## src/sv/assert_macros.svh

```systemverilog
// Assertion helpers used by the frame ring buffer datapath.
// Every macro samples on the rising edge of clk and is quiet while rst is high.
`ifndef ASSERT_MACROS_SVH
`define ASSERT_MACROS_SVH

// Property must hold at every clock edge outside reset
`define ASSERT_CLK(label, prop, msg) \
  label: assert property (@(posedge clk) disable iff (rst) prop) \
    else $error(msg);

// Condition must never be seen at a clock edge outside reset
`define ASSERT_NEVER(label, cond, msg) \
  label: assert property (@(posedge clk) disable iff (rst) !(cond)) \
    else $error(msg);

`endif

```

## src/sv/frb_pkg.sv

```systemverilog
// Shared types, constants and the watermark table of the frame ring buffer.
// Depends on nothing; every other RTL file of the block but frb_ram imports it.
package frb_pkg;

  // Ring geometry (field widths follow from the ring size)
  localparam int BUF_BYTES = 4194304;
  localparam int ADDR_W    = $clog2(BUF_BYTES);
  localparam int LEN_W     = ADDR_W + 1;
  localparam int SUM_W     = ADDR_W + 2;

  // Descriptor FIFO default depth
  localparam int DESC_DEPTH_DEF = 64;

  // Timestamp fields
  localparam int SEC_W     = 32;
  localparam int MS_W      = 10;
  localparam int TIME_W    = 42;
  localparam int MS_PER_S  = 1000;

  // Configuration port
  localparam int PCT_W     = 7;
  localparam int PCT_CODES = 1 << PCT_W;
  localparam int CFG_IDX_W = 1;
  localparam logic [CFG_IDX_W-1:0] REG_UPPER = 1'b0;
  localparam logic [CFG_IDX_W-1:0] REG_LOWER = 1'b1;
  localparam logic [PCT_W-1:0] UPPER_PCT_RST = 7'd80;
  localparam logic [PCT_W-1:0] LOWER_PCT_RST = 7'd20;

  // Watermark event codes
  localparam int EV_W = 2;
  localparam logic [EV_W-1:0] EV_NONE = 2'd0;
  localparam logic [EV_W-1:0] EV_HIGH = 2'd1;
  localparam logic [EV_W-1:0] EV_LOW  = 2'd2;

  // Action codes
  localparam logic ACT_WRITE = 1'b0;
  localparam logic ACT_READ  = 1'b1;

  // Marks reach 127% of the ring, which still fits in a length word
  localparam int MARK_W = LEN_W;
  typedef logic [MARK_W-1:0] mark_t;
  typedef mark_t mark_tab_t [PCT_CODES];

  // mark = floor(ring size * percent / 100), built at elaboration
  function automatic mark_tab_t build_marks();
    mark_tab_t tab;
    for (int p = 0; p < PCT_CODES; p++) begin
      tab[p] = MARK_W'((longint'(BUF_BYTES) * longint'(p)) / 100);
    end
    return tab;
  endfunction

  localparam mark_tab_t MARK_TABLE = build_marks();

  // Input request
  typedef struct packed {
    logic              action;
    logic [LEN_W-1:0]  payload_len;
    logic [SEC_W-1:0]  stamp_seconds;
    logic [MS_W-1:0]   stamp_millis;
    logic              status_normal;
  } in_item_t;

  // Result
  typedef struct packed {
    logic              done_res;
    logic [ADDR_W-1:0] start_addr;
    logic [LEN_W-1:0]  first_len;
    logic [LEN_W-1:0]  second_len;
    logic              popped_normal;
    logic [TIME_W-1:0] curr_time_ms;
    logic [TIME_W-1:0] next_time_ms;
    logic              paused;
    logic [EV_W-1:0]   mark_event;
  } out_item_t;

  // One descriptor FIFO entry
  typedef struct packed {
    logic [ADDR_W-1:0] location;
    logic [LEN_W-1:0]  length;
    logic [SEC_W-1:0]  seconds;
    logic [MS_W-1:0]   millis;
    logic              normal;
  } desc_t;

  // Controller -> datapath commands
  typedef struct packed {
    logic capture;    // latch the accepted request
    logic wr_commit;  // reserve space, push descriptor, load result
    logic load_zero;  // load a rejected / empty result
    logic rd_pop;     // pop head descriptor, start its time product
    logic rd_peek;    // next descriptor arrives, finish current time
    logic rd_finish;  // load the read result
  } cmd_t;

  // Datapath -> controller status
  typedef struct packed {
    logic is_read;
    logic wr_fits;
    logic q_empty;
    logic out_free;
  } stat_t;

endpackage

```

## src/sv/frb_ctrl.sv

```systemverilog
// Sequencing state machine of the frame ring buffer.
// Depends on frb_pkg for the command and status structs.
module frb_ctrl
  import frb_pkg::*;
(
  input  logic  clk,
  input  logic  rst,
  input  logic  in_valid,
  output logic  in_ready,
  input  stat_t stat,
  output cmd_t  cmd
);

  localparam logic [1:0] S_IDLE = 2'd0;
  localparam logic [1:0] S_EXEC = 2'd1;
  localparam logic [1:0] S_PEEK = 2'd2;
  localparam logic [1:0] S_FIN  = 2'd3;

  logic [1:0] state;
  logic [1:0] state_next;

  // next state and commands
  always_comb begin
    state_next = state;
    cmd        = '0;
    in_ready   = 1'b0;
    case (state)
      S_IDLE: begin
        in_ready = 1'b1;
        if (in_valid) begin
          cmd.capture = 1'b1;
          state_next  = S_EXEC;
        end
      end
      S_EXEC: begin
        if (stat.is_read && !stat.q_empty) begin
          // pop does not touch the result register, so it never waits
          cmd.rd_pop = 1'b1;
          state_next = S_PEEK;
        end else if (stat.out_free) begin
          if (!stat.is_read && stat.wr_fits) begin
            cmd.wr_commit = 1'b1;
          end else begin
            cmd.load_zero = 1'b1;
          end
          state_next = S_IDLE;
        end
      end
      S_PEEK: begin
        cmd.rd_peek = 1'b1;
        state_next  = S_FIN;
      end
      S_FIN: begin
        if (stat.out_free) begin
          cmd.rd_finish = 1'b1;
          state_next    = S_IDLE;
        end
      end
      default: begin
        state_next = S_IDLE;
      end
    endcase
  end

  // state register
  always_ff @(posedge clk) begin
    if (rst) begin
      state <= S_IDLE;
    end else begin
      state <= state_next;
    end
  end

endmodule

```

## config.mk

```make
export PLATFORM = sky130hd
export DESIGN_NAME = frb_ctrl
export DESIGN_NICKNAME = d
export VERILOG_FILES = /design/src/sv/assert_macros.svh /design/src/sv/frb_pkg.sv /design/src/sv/frb_ctrl.sv
export SDC_FILE = /design/constraint.sdc
export NUM_CORES = 1
export LEC_CHECK = 0
export ABC_AREA = 1
export ABC_CLOCK_PERIOD_IN_PS = 900
export BUFFER_PORTS_ARGS = -buffer_cell sky130_fd_sc_hd__buf_2
export CAP_MARGIN = 40
export CORE_AREA = 8 8 45 47
export CTS_CLUSTER_DIAMETER = 80
export DETAILED_ROUTE_END_ITERATION = 10
export DIE_AREA = 0 0 53 55
export SYNTH_ARGS = -nofsm -noshare
export SYNTH_HDL_FRONTEND = slang
export SYNTH_SLANG_ARGS = --single-unit
```

## constraint.sdc

```tcl
create_clock -name clk -period 0.9 [get_ports clk]
set_input_delay 0.18 -clock clk [delete_from_list [all_inputs] [get_ports clk]]
set_output_delay 0.18 -clock clk [all_outputs]
set_load 0.005 [all_outputs]
```

Yosys cells after proc, flatten, opt, wreduce, memory -nomap -nowiden
Cells that the tools add are included.
- shift operators: 0
- multipliers: 0
- $lt $le $gt $ge: 0
- equality and inequality tests: 4
- reductions and logical operators: 5
- add/subtract/negate cells: 0
- muxes and demuxes: 16
- divide/modulo/power cells: 0
- bitwise gates (word level): 0
- operators with widths (kind ; count):
    $mux W2 ; 5
    $mux W1 ; 9
    $pmux W2 S4 ; 1
    $eq A2 B2 Y1 const B ; 2
    $mux W3 ; 1
    $eq A2 B1 Y1 const B ; 1
    $logic_and A1 B1 Y1 ; 2
    $logic_not A1 Y1 ; 2
    $logic_not A2 Y1 ; 1
    $ne A2 B2 Y1 const B ; 1
- flip-flop bits (word level): 2
- bits in writable memories: 0
- latch bits: 0
- logic and storage cells: 26
- input bits: 7
- memory bits (read-only): 0
- memories kept: 0
- output and inout bits: 7

Longest topological paths before layout
Gate-level depths: netlist of run 1.
- depth after elaboration: 6
- depth in mapped cells: 5
- gate-level depth less buffers: 5

Worst setup path after synthesis of run 1
Ideal clock, no wire load.
- kind: reg-to-output
- from: register state[0]
- to: output port cmd[2] in the netlist's numbering
- path buffers: 0
- arrival: 635 ps
- stages on the path, launching flop included: 5
- setup slack: 85 ps
- path through: dfxtp_1 > inv_2 > nor2_2 > nand2_2 > inv_1
- RTL lines (element ; line ; RTL):
    start: declaration ; frb_ctrl.sv:19 ; logic [1:0] state;
    start signal: assignment ; frb_ctrl.sv:70 ; state <= state_next;
    end: declaration ; frb_ctrl.sv:11 ; output cmd_t cmd

==> run summary, run 1 <==
Avg Inst Size Synth -> 5.94 um2
Worst hold path class -> in -> reg
Antenna violations before repair -> 0
Area Growth Syn to Fin -> 85.7%
N_diodes -> 0
MaxCap Viol Count -> 0
Critical path's largest stage delay -> 0.36 ns
Vias in the first global route -> 189
CP Capture Type -> output port
Drt total wl -> 483 um
Chip width -> 53 um
DRC viols -> 0
CP delay by family, top -> flip-flops
Failing checks -> negative setup slack
Number of flip-flops in the largest register -> 2
Hold slack -> 0.126 ns
Clock Latency Late Sink -> 0.22 ns
Status -> complete, but fails checks
Post-synth cell types -> 11
Critical-path cell list -> inv_2 > nor2_2 > nand2_2 > inv_1 > buf_2
TritonCTS clock tree -> yes
Global route overflow -> 0
Mapped cell area -> 166 um2
FF-to-FF path depth -> 6
Max Slew Vio Count -> 0
R2r setup slk -> -0.04 ns
Setup crit start -> state[0]
Reg clk slew, reported paths -> 0.03 ns
Rows -> 14
Core box area -> 0.00138 mm2
CTS Root Cell -> clkbuf_4
Routed via count -> 220
Crit path arrival time -> 0.89 ns
Post-route ant nets -> 0
HP Start -> rst
1st-iter DRT viols -> 1
Fin util -> 0.223
# fillers -> 164
Mapped Nets -> 35
Share of layout cells above drive strength 1 -> 0.638
GP Congestion -> 0.677
CP endpoint -> cmd[2]
R2r endpoint -> state[1]
DR WL/cell -> 7.67 um
GR Util All Layers -> 0.0360
First-pass GRT wire length -> 676 um
CTS H-tree lvls -> 1
Final Critical Period -> 1.07 ns
Biggest regs -> state (2)
Via density -> 3.49
WHS Path Cells -> 2
Worst Tran Pin Value -> 0.131 ns
CP required -> 0.72 ns
LEAKAGE -> 0.185 nW
Clock Tree Buf Depth -> 2
Synth Instances -> 28
Stages on the worst setup path -> 5
VDD IR max -> 285 uV
Final Hold Fails -> 0
CP Max Fanout -> 6
Clock skew -> 0.00129 ns
Nets -> 56
Die Area -> 0.00292 mm2
TritonCTS Buffers -> 3
RSZ-0062 raised after global routing -> true
F_max -> 931 MHz
Ys Warns -> 0
Post-DP HPWL -> 427 um
Final worst setup slack -> -0.174 ns
Die Span Y -> 55 um
Final Cycle Share -> 1.19
Largest net degree at the start of global routing -> 7
Starting Density -> 0.120
Pwr dens -> 1270 mW/mm2
Sequential cell area fraction in the yosys report -> 0.241
Hold buffers post-CTS -> 0
Buf/Inv on CP -> 3
Drt pass-1 iters -> 3
Crit path kind -> reg -> out
Reg2reg start -> state[0]
Clock sink count -> 2
I/O Buffers -> 13
IO Pins -> 14
Most flop-heavy register -> state
Final setup vio count -> 8
Crit path max-delay cell type -> dfxtp_4
Startpoint type of the worst setup path -> flop
Relative slew slack -> 0.912
Yosys reg bits -> 2
[layout by cell type (no fill, tap or decap)]
cell and n:
a21oi_2 1, buf_2 13, buf_4 3, clkbuf_4 3, dfxtp_4 2, inv_1 3
inv_2 4, nand2_1 7, nand2_2 1, nand3_2 1, nor2_1 6, nor2_2 1
nor2_8 1, nor3_1 1
[worst min-delay path by stage]
| stage | endpoint | slack, ns |
|---|---|---|
| after floorplan | state[1] | 0.24 |
| after global placement | state[1] | 0.36 |
| after detailed placement | state[1] | 0.37 |
| after CTS | state[1] | 0.12 |
| after global routing | state[1] | 0.13 |
| final | state[1] | 0.13 |
[routing by layer]
metal  share of wire  GRT usage
met1            0.29     0.0227
met2            0.57     0.0566
met4               0     0.0259
met3            0.15     0.0428
met5               0          0
[power breakdown]
part | internal (W) | total (W) | leakage (nW) | switching (W)
sequential | 0.0000948 | 0.000105 | 0.0178 | 0.0000102
clock | 0.000147 | 0.000192 | 0.0138 | 0.0000456
combinational | 0.0000474 | 0.0000941 | 0.154 | 0.0000467
total | 0.000289 | 0.000391 | 0.185 | 0.000102
[cell families after synthesis]
group                  share of synthesized area
AO/OA/AOI/OAI                             0.0526
AND/OR/NAND/NOR                            0.549
buffers and inverters                      0.158
flip-flops                                 0.241
[area by class of cell]
| cell class | instances | area (um2) | area share |
|---|---|---|---|
| Clock buffer | 3 | 22.5 | 0.0729 |
| Inverter | 7 | 26.3 | 0.0850 |
| Tap cell | 16 | 20.0 | 0.0648 |
| Sequential cell | 2 | 47.5 | 0.154 |
| Timing Repair Buffer | 16 | 87.6 | 0.283 |
| Multi-Input combinational cell | 19 | 105 | 0.340 |
[cells in the mapped netlist]
| master | n | share of area |
|---|---|---|
| nand2_1 | 7 | 0.16 |
| inv_2 | 4 | 0.090 |
| dfxtp_1 | 2 | 0.24 |
| nand2_2 | 1 | 0.038 |
| a21oi_2 | 1 | 0.053 |
| nor2_1 | 6 | 0.14 |
| inv_1 | 3 | 0.068 |
| nor2_2 | 1 | 0.038 |
| nand3_1 | 1 | 0.030 |
| nor3_1 | 1 | 0.030 |
| nor2_8 | 1 | 0.12 |
[timing repair]
item,in CTS,in global routing
setup endpoints to repair,8,8
pin swaps,3,0
buffers inserted,1,0
gates resized for setup,5,0
[metrics by stage]
stage	setup slack [ns]	cell area, um2	instances	power, W	TNS, ns
6_report	-0.174	309	63	0.000391	-1.02
5_1_grt	-0.224	309	63	0.000420	-1.45
4_1_cts	-0.196	309	63	0.000404	-1.16
3_5_place_dp	-0.0489	267	59	0.000199	-0.0968
3_3_place_gp	-0.0563	267	59	0.000197	-0.111
2_1_floorplan	0.0846	166	28	0.000153	0
Note: power is estimated with default switching activity, not from simulation.
==> inputs of run 2 (changes only) <==
--- a/config.mk
+++ b/config.mk
@@ -7,5 +7,5 @@
 export LEC_CHECK = 0
 export ABC_AREA = 1
-export ABC_CLOCK_PERIOD_IN_PS = 900
+export ABC_CLOCK_PERIOD_IN_PS = 1250
 export BUFFER_PORTS_ARGS = -buffer_cell sky130_fd_sc_hd__buf_2
 export CAP_MARGIN = 40
==> constraint.sdc (replaced) <==
create_clock -name clk -period 1.25 [get_ports clk]
set_input_delay 0.25 -clock clk [delete_from_list [all_inputs] [get_ports clk]]
set_output_delay 0.25 -clock clk [all_outputs]
set_load 0.02 [all_outputs]
==> run 2 against run 1 <==
  * The run now ends clean
  * Cell count is 3.2% lower
  * Sequential share of layout area is 0.26 points lower
  * Flip-flop and latch count stayed put
  * Utilization is 0.81 points lower
  * Power is 23% lower
  * Global-route usage is 0.16 points higher
  * Clock skew is 0.00092 ns higher
  * Clock power is 25% lower
  * Critical path depth is 1 lower
  * Register-to-register slack better by 0.42 ns
  * Hold slack better by 0.067 ns
  * Critical endpoint is now cmd[3]
==> run summary, run 2 (synthesis results as in run 1) <==
Status -> finished clean
Post-DP HPWL -> 414 um (-3.1%)
Rows -> 14 (unchanged)
GR Util All Layers -> 0.0376 (+0.00164)
Final Cycle Share -> 0.966
Routed via count -> 216 (-1.8%)
Max Slew Vio Count -> 0 (unchanged)
MaxCap Viol Count -> 0 (unchanged)
CP delay by family, top -> flip-flops
Number of flip-flops in the largest register -> 2 (unchanged)
IO Pins -> 14 (unchanged)
CP Max Fanout -> 5 (-1)
Post-route ant nets -> 0 (unchanged)
Crit path kind -> reg -> out
Vias in the first global route -> 189 (unchanged)
GRT met2 Usage -> 0.0508 (-0.00586)
GP Congestion -> 0.686 (+1.3%)
Clock sink count -> 2 (unchanged)
Buf/Inv on CP -> 2 (-1)
Share of layout cells above drive strength 1 -> 0.622 (-0.0161)
Final Critical Period -> 1.21 ns
DR WL/cell -> 8.00 um (+4.3%)
DRC viols -> 0 (unchanged)
Met1 Use GR -> 0.0272 (+0.00454)
Crit path max-delay cell type -> dfxtp_2
TritonCTS clock tree -> yes
Starting Density -> 0.120 (unchanged)
Clock Tree Buf Depth -> 2 (unchanged)
TritonCTS Buffers -> 3 (unchanged)
Final Hold Fails -> 0 (unchanged)
Critical path's largest stage delay -> 0.33 ns (-0.03 ns)
CTS Root Cell -> clkbuf_4
Critical-path cell list -> inv_2 > nand3_1 > nor2_1 > buf_4
Core box area -> 0.00138 mm2 (unchanged)
N_diodes -> 0 (unchanged)
Worst hold path class -> in -> reg
LEAKAGE -> 0.174 nW (-6.0%)
CTS H-tree lvls -> 1 (unchanged)
First-pass GRT wire length -> 703 um (+4.0%)
Global route overflow -> 0 (unchanged)
Die Span Y -> 55 um (unchanged)
Hold slack -> 0.192 ns (+0.0667 ns)
Drt total wl -> 488 um (+1.0%)
Area Growth Syn to Fin -> 78.9%
Final setup vio count -> 0 (-8)
Worst Tran Pin Value -> 0.147 ns (+0.0164 ns)
Most flop-heavy register -> state
Clock skew -> 0.00221 ns (+0.000918 ns)
# fillers -> 165 (+0.61%)
F_max -> 828 MHz
CP Capture Type -> output port
Largest net degree at the start of global routing -> 7 (unchanged)
1st-iter DRT viols -> 2 (+1)
Met3 usage -> 0.0508 (+0.00802)
Nets -> 54 (-3.6%)
Pwr dens -> 1010 mW/mm2 (-20%)
Multi-input gate area -> 100 um2 (-4.8%)
Startpoint type of the worst setup path -> flop
Reg clk slew, reported paths -> 0.03 ns (about the same)
Chip width -> 53 um (unchanged)
Drt pass-1 iters -> 2 (-1)
Crit path arrival time -> 0.96 ns (+0.07 ns)
CP required -> 1.00 ns (+0.28 ns)
Clock Latency Late Sink -> 0.23 ns (about the same)
Top Usage Layer GRT -> met3
VDD IR max -> 366 uV (+28%)
Power consumption -> 0.000301 W (-23%)
I/O Buffers -> 13 (unchanged)
Via density -> 3.54 (+1.4%)
Most common cell after layout, fill and taps aside -> buf_2
Antenna violations before repair -> 0 (unchanged)
Seq. cell area -> 45.0 um2 (-5.3%)
RSZ-0062 raised after global routing -> true
Relative slew slack -> 0.901 (-0.0110)
Most frequent cells in the layout -> buf_2, nand2_1, nor2_1, inv_2
Biggest regs -> state (2)
Die Area -> 0.00292 mm2 (unchanged)
[run 2: cell types whose count changed in the layout (fill, tap and decap cells not counted), sizes merged]
cell / previous run / this run
buf: 16 / 14
[run 2: worst register-to-register path: cells and delay by family (launching register included)]
kind | cells | cell delay [ns]
buffers and inverters | 2 | 0.18
flip-flops | 1 | 0.36
AND/OR/NAND/NOR | 4 | 0.23
[run 2: where the power goes]
part | internal [W] | leakage, nW | switching [W]
clock | 0.000106 | 0.0138 | 0.0000382
combinational | 0.0000330 | 0.143 | 0.0000470
sequential | 0.0000696 | 0.0175 | 0.00000680
total | 0.000208 | 0.174 | 0.0000920
[run 2: path summary, 6_finish.rpt]
path | startpoint | end | slack (ns) | cells after the start
worst max-delay path | state[1] | cmd[3] | 0.04 | 4
worst min-delay path | rst | state[1] | 0.19 | 2
worst max register to register | state[0] | state[0] | 0.38 | 6
worst min register to register | state[1] | state[1] | 0.51 | 2
[run 2: per-stage QoR]
| stage | instances | setup WS (ns) | instance area, um2 | utilization | setup TNS (ns) |
|---|---|---|---|---|---|
| 2_1_floorplan | 28 | 0.148 | 166 | - | 0 |
| 3_3_place_gp | 57 | 0.178 | 251 | 0.182 | 0 |
| 3_5_place_dp | 57 | 0.170 | 251 | 0.182 | 0 |
| 4_1_cts | 60 | 0.00205 | 284 | 0.205 | 0 |
| 5_1_grt | 61 | -0.00432 | 298 | 0.215 | -0.00792 |
| 6_report | 61 | 0.0426 | 298 | 0.215 | 0 |
[run 2: area by class of cell]
type,count,area share
well taps,16,0.0672
inverters,7,0.0882
repair buffers,14,0.282
flip-flops and latches,2,0.151
clock buffers,3,0.0756
multi-input cells,19,0.336
[run 2: layer usage]
metal  vias up  part of all wire  wire [um]
met5         -                 0          0
met4         0                 0          0
met3         0              0.20         97
met2        10              0.49        239
met1        90              0.31        151
li1        116                 -          -
[run 2: repair_timing]
action,in CTS,in global routing
setup buffers,0,1
hold buffers,0,0
setup endpoints to repair,4,3
pin swaps,0,1
resized for setup,5,3
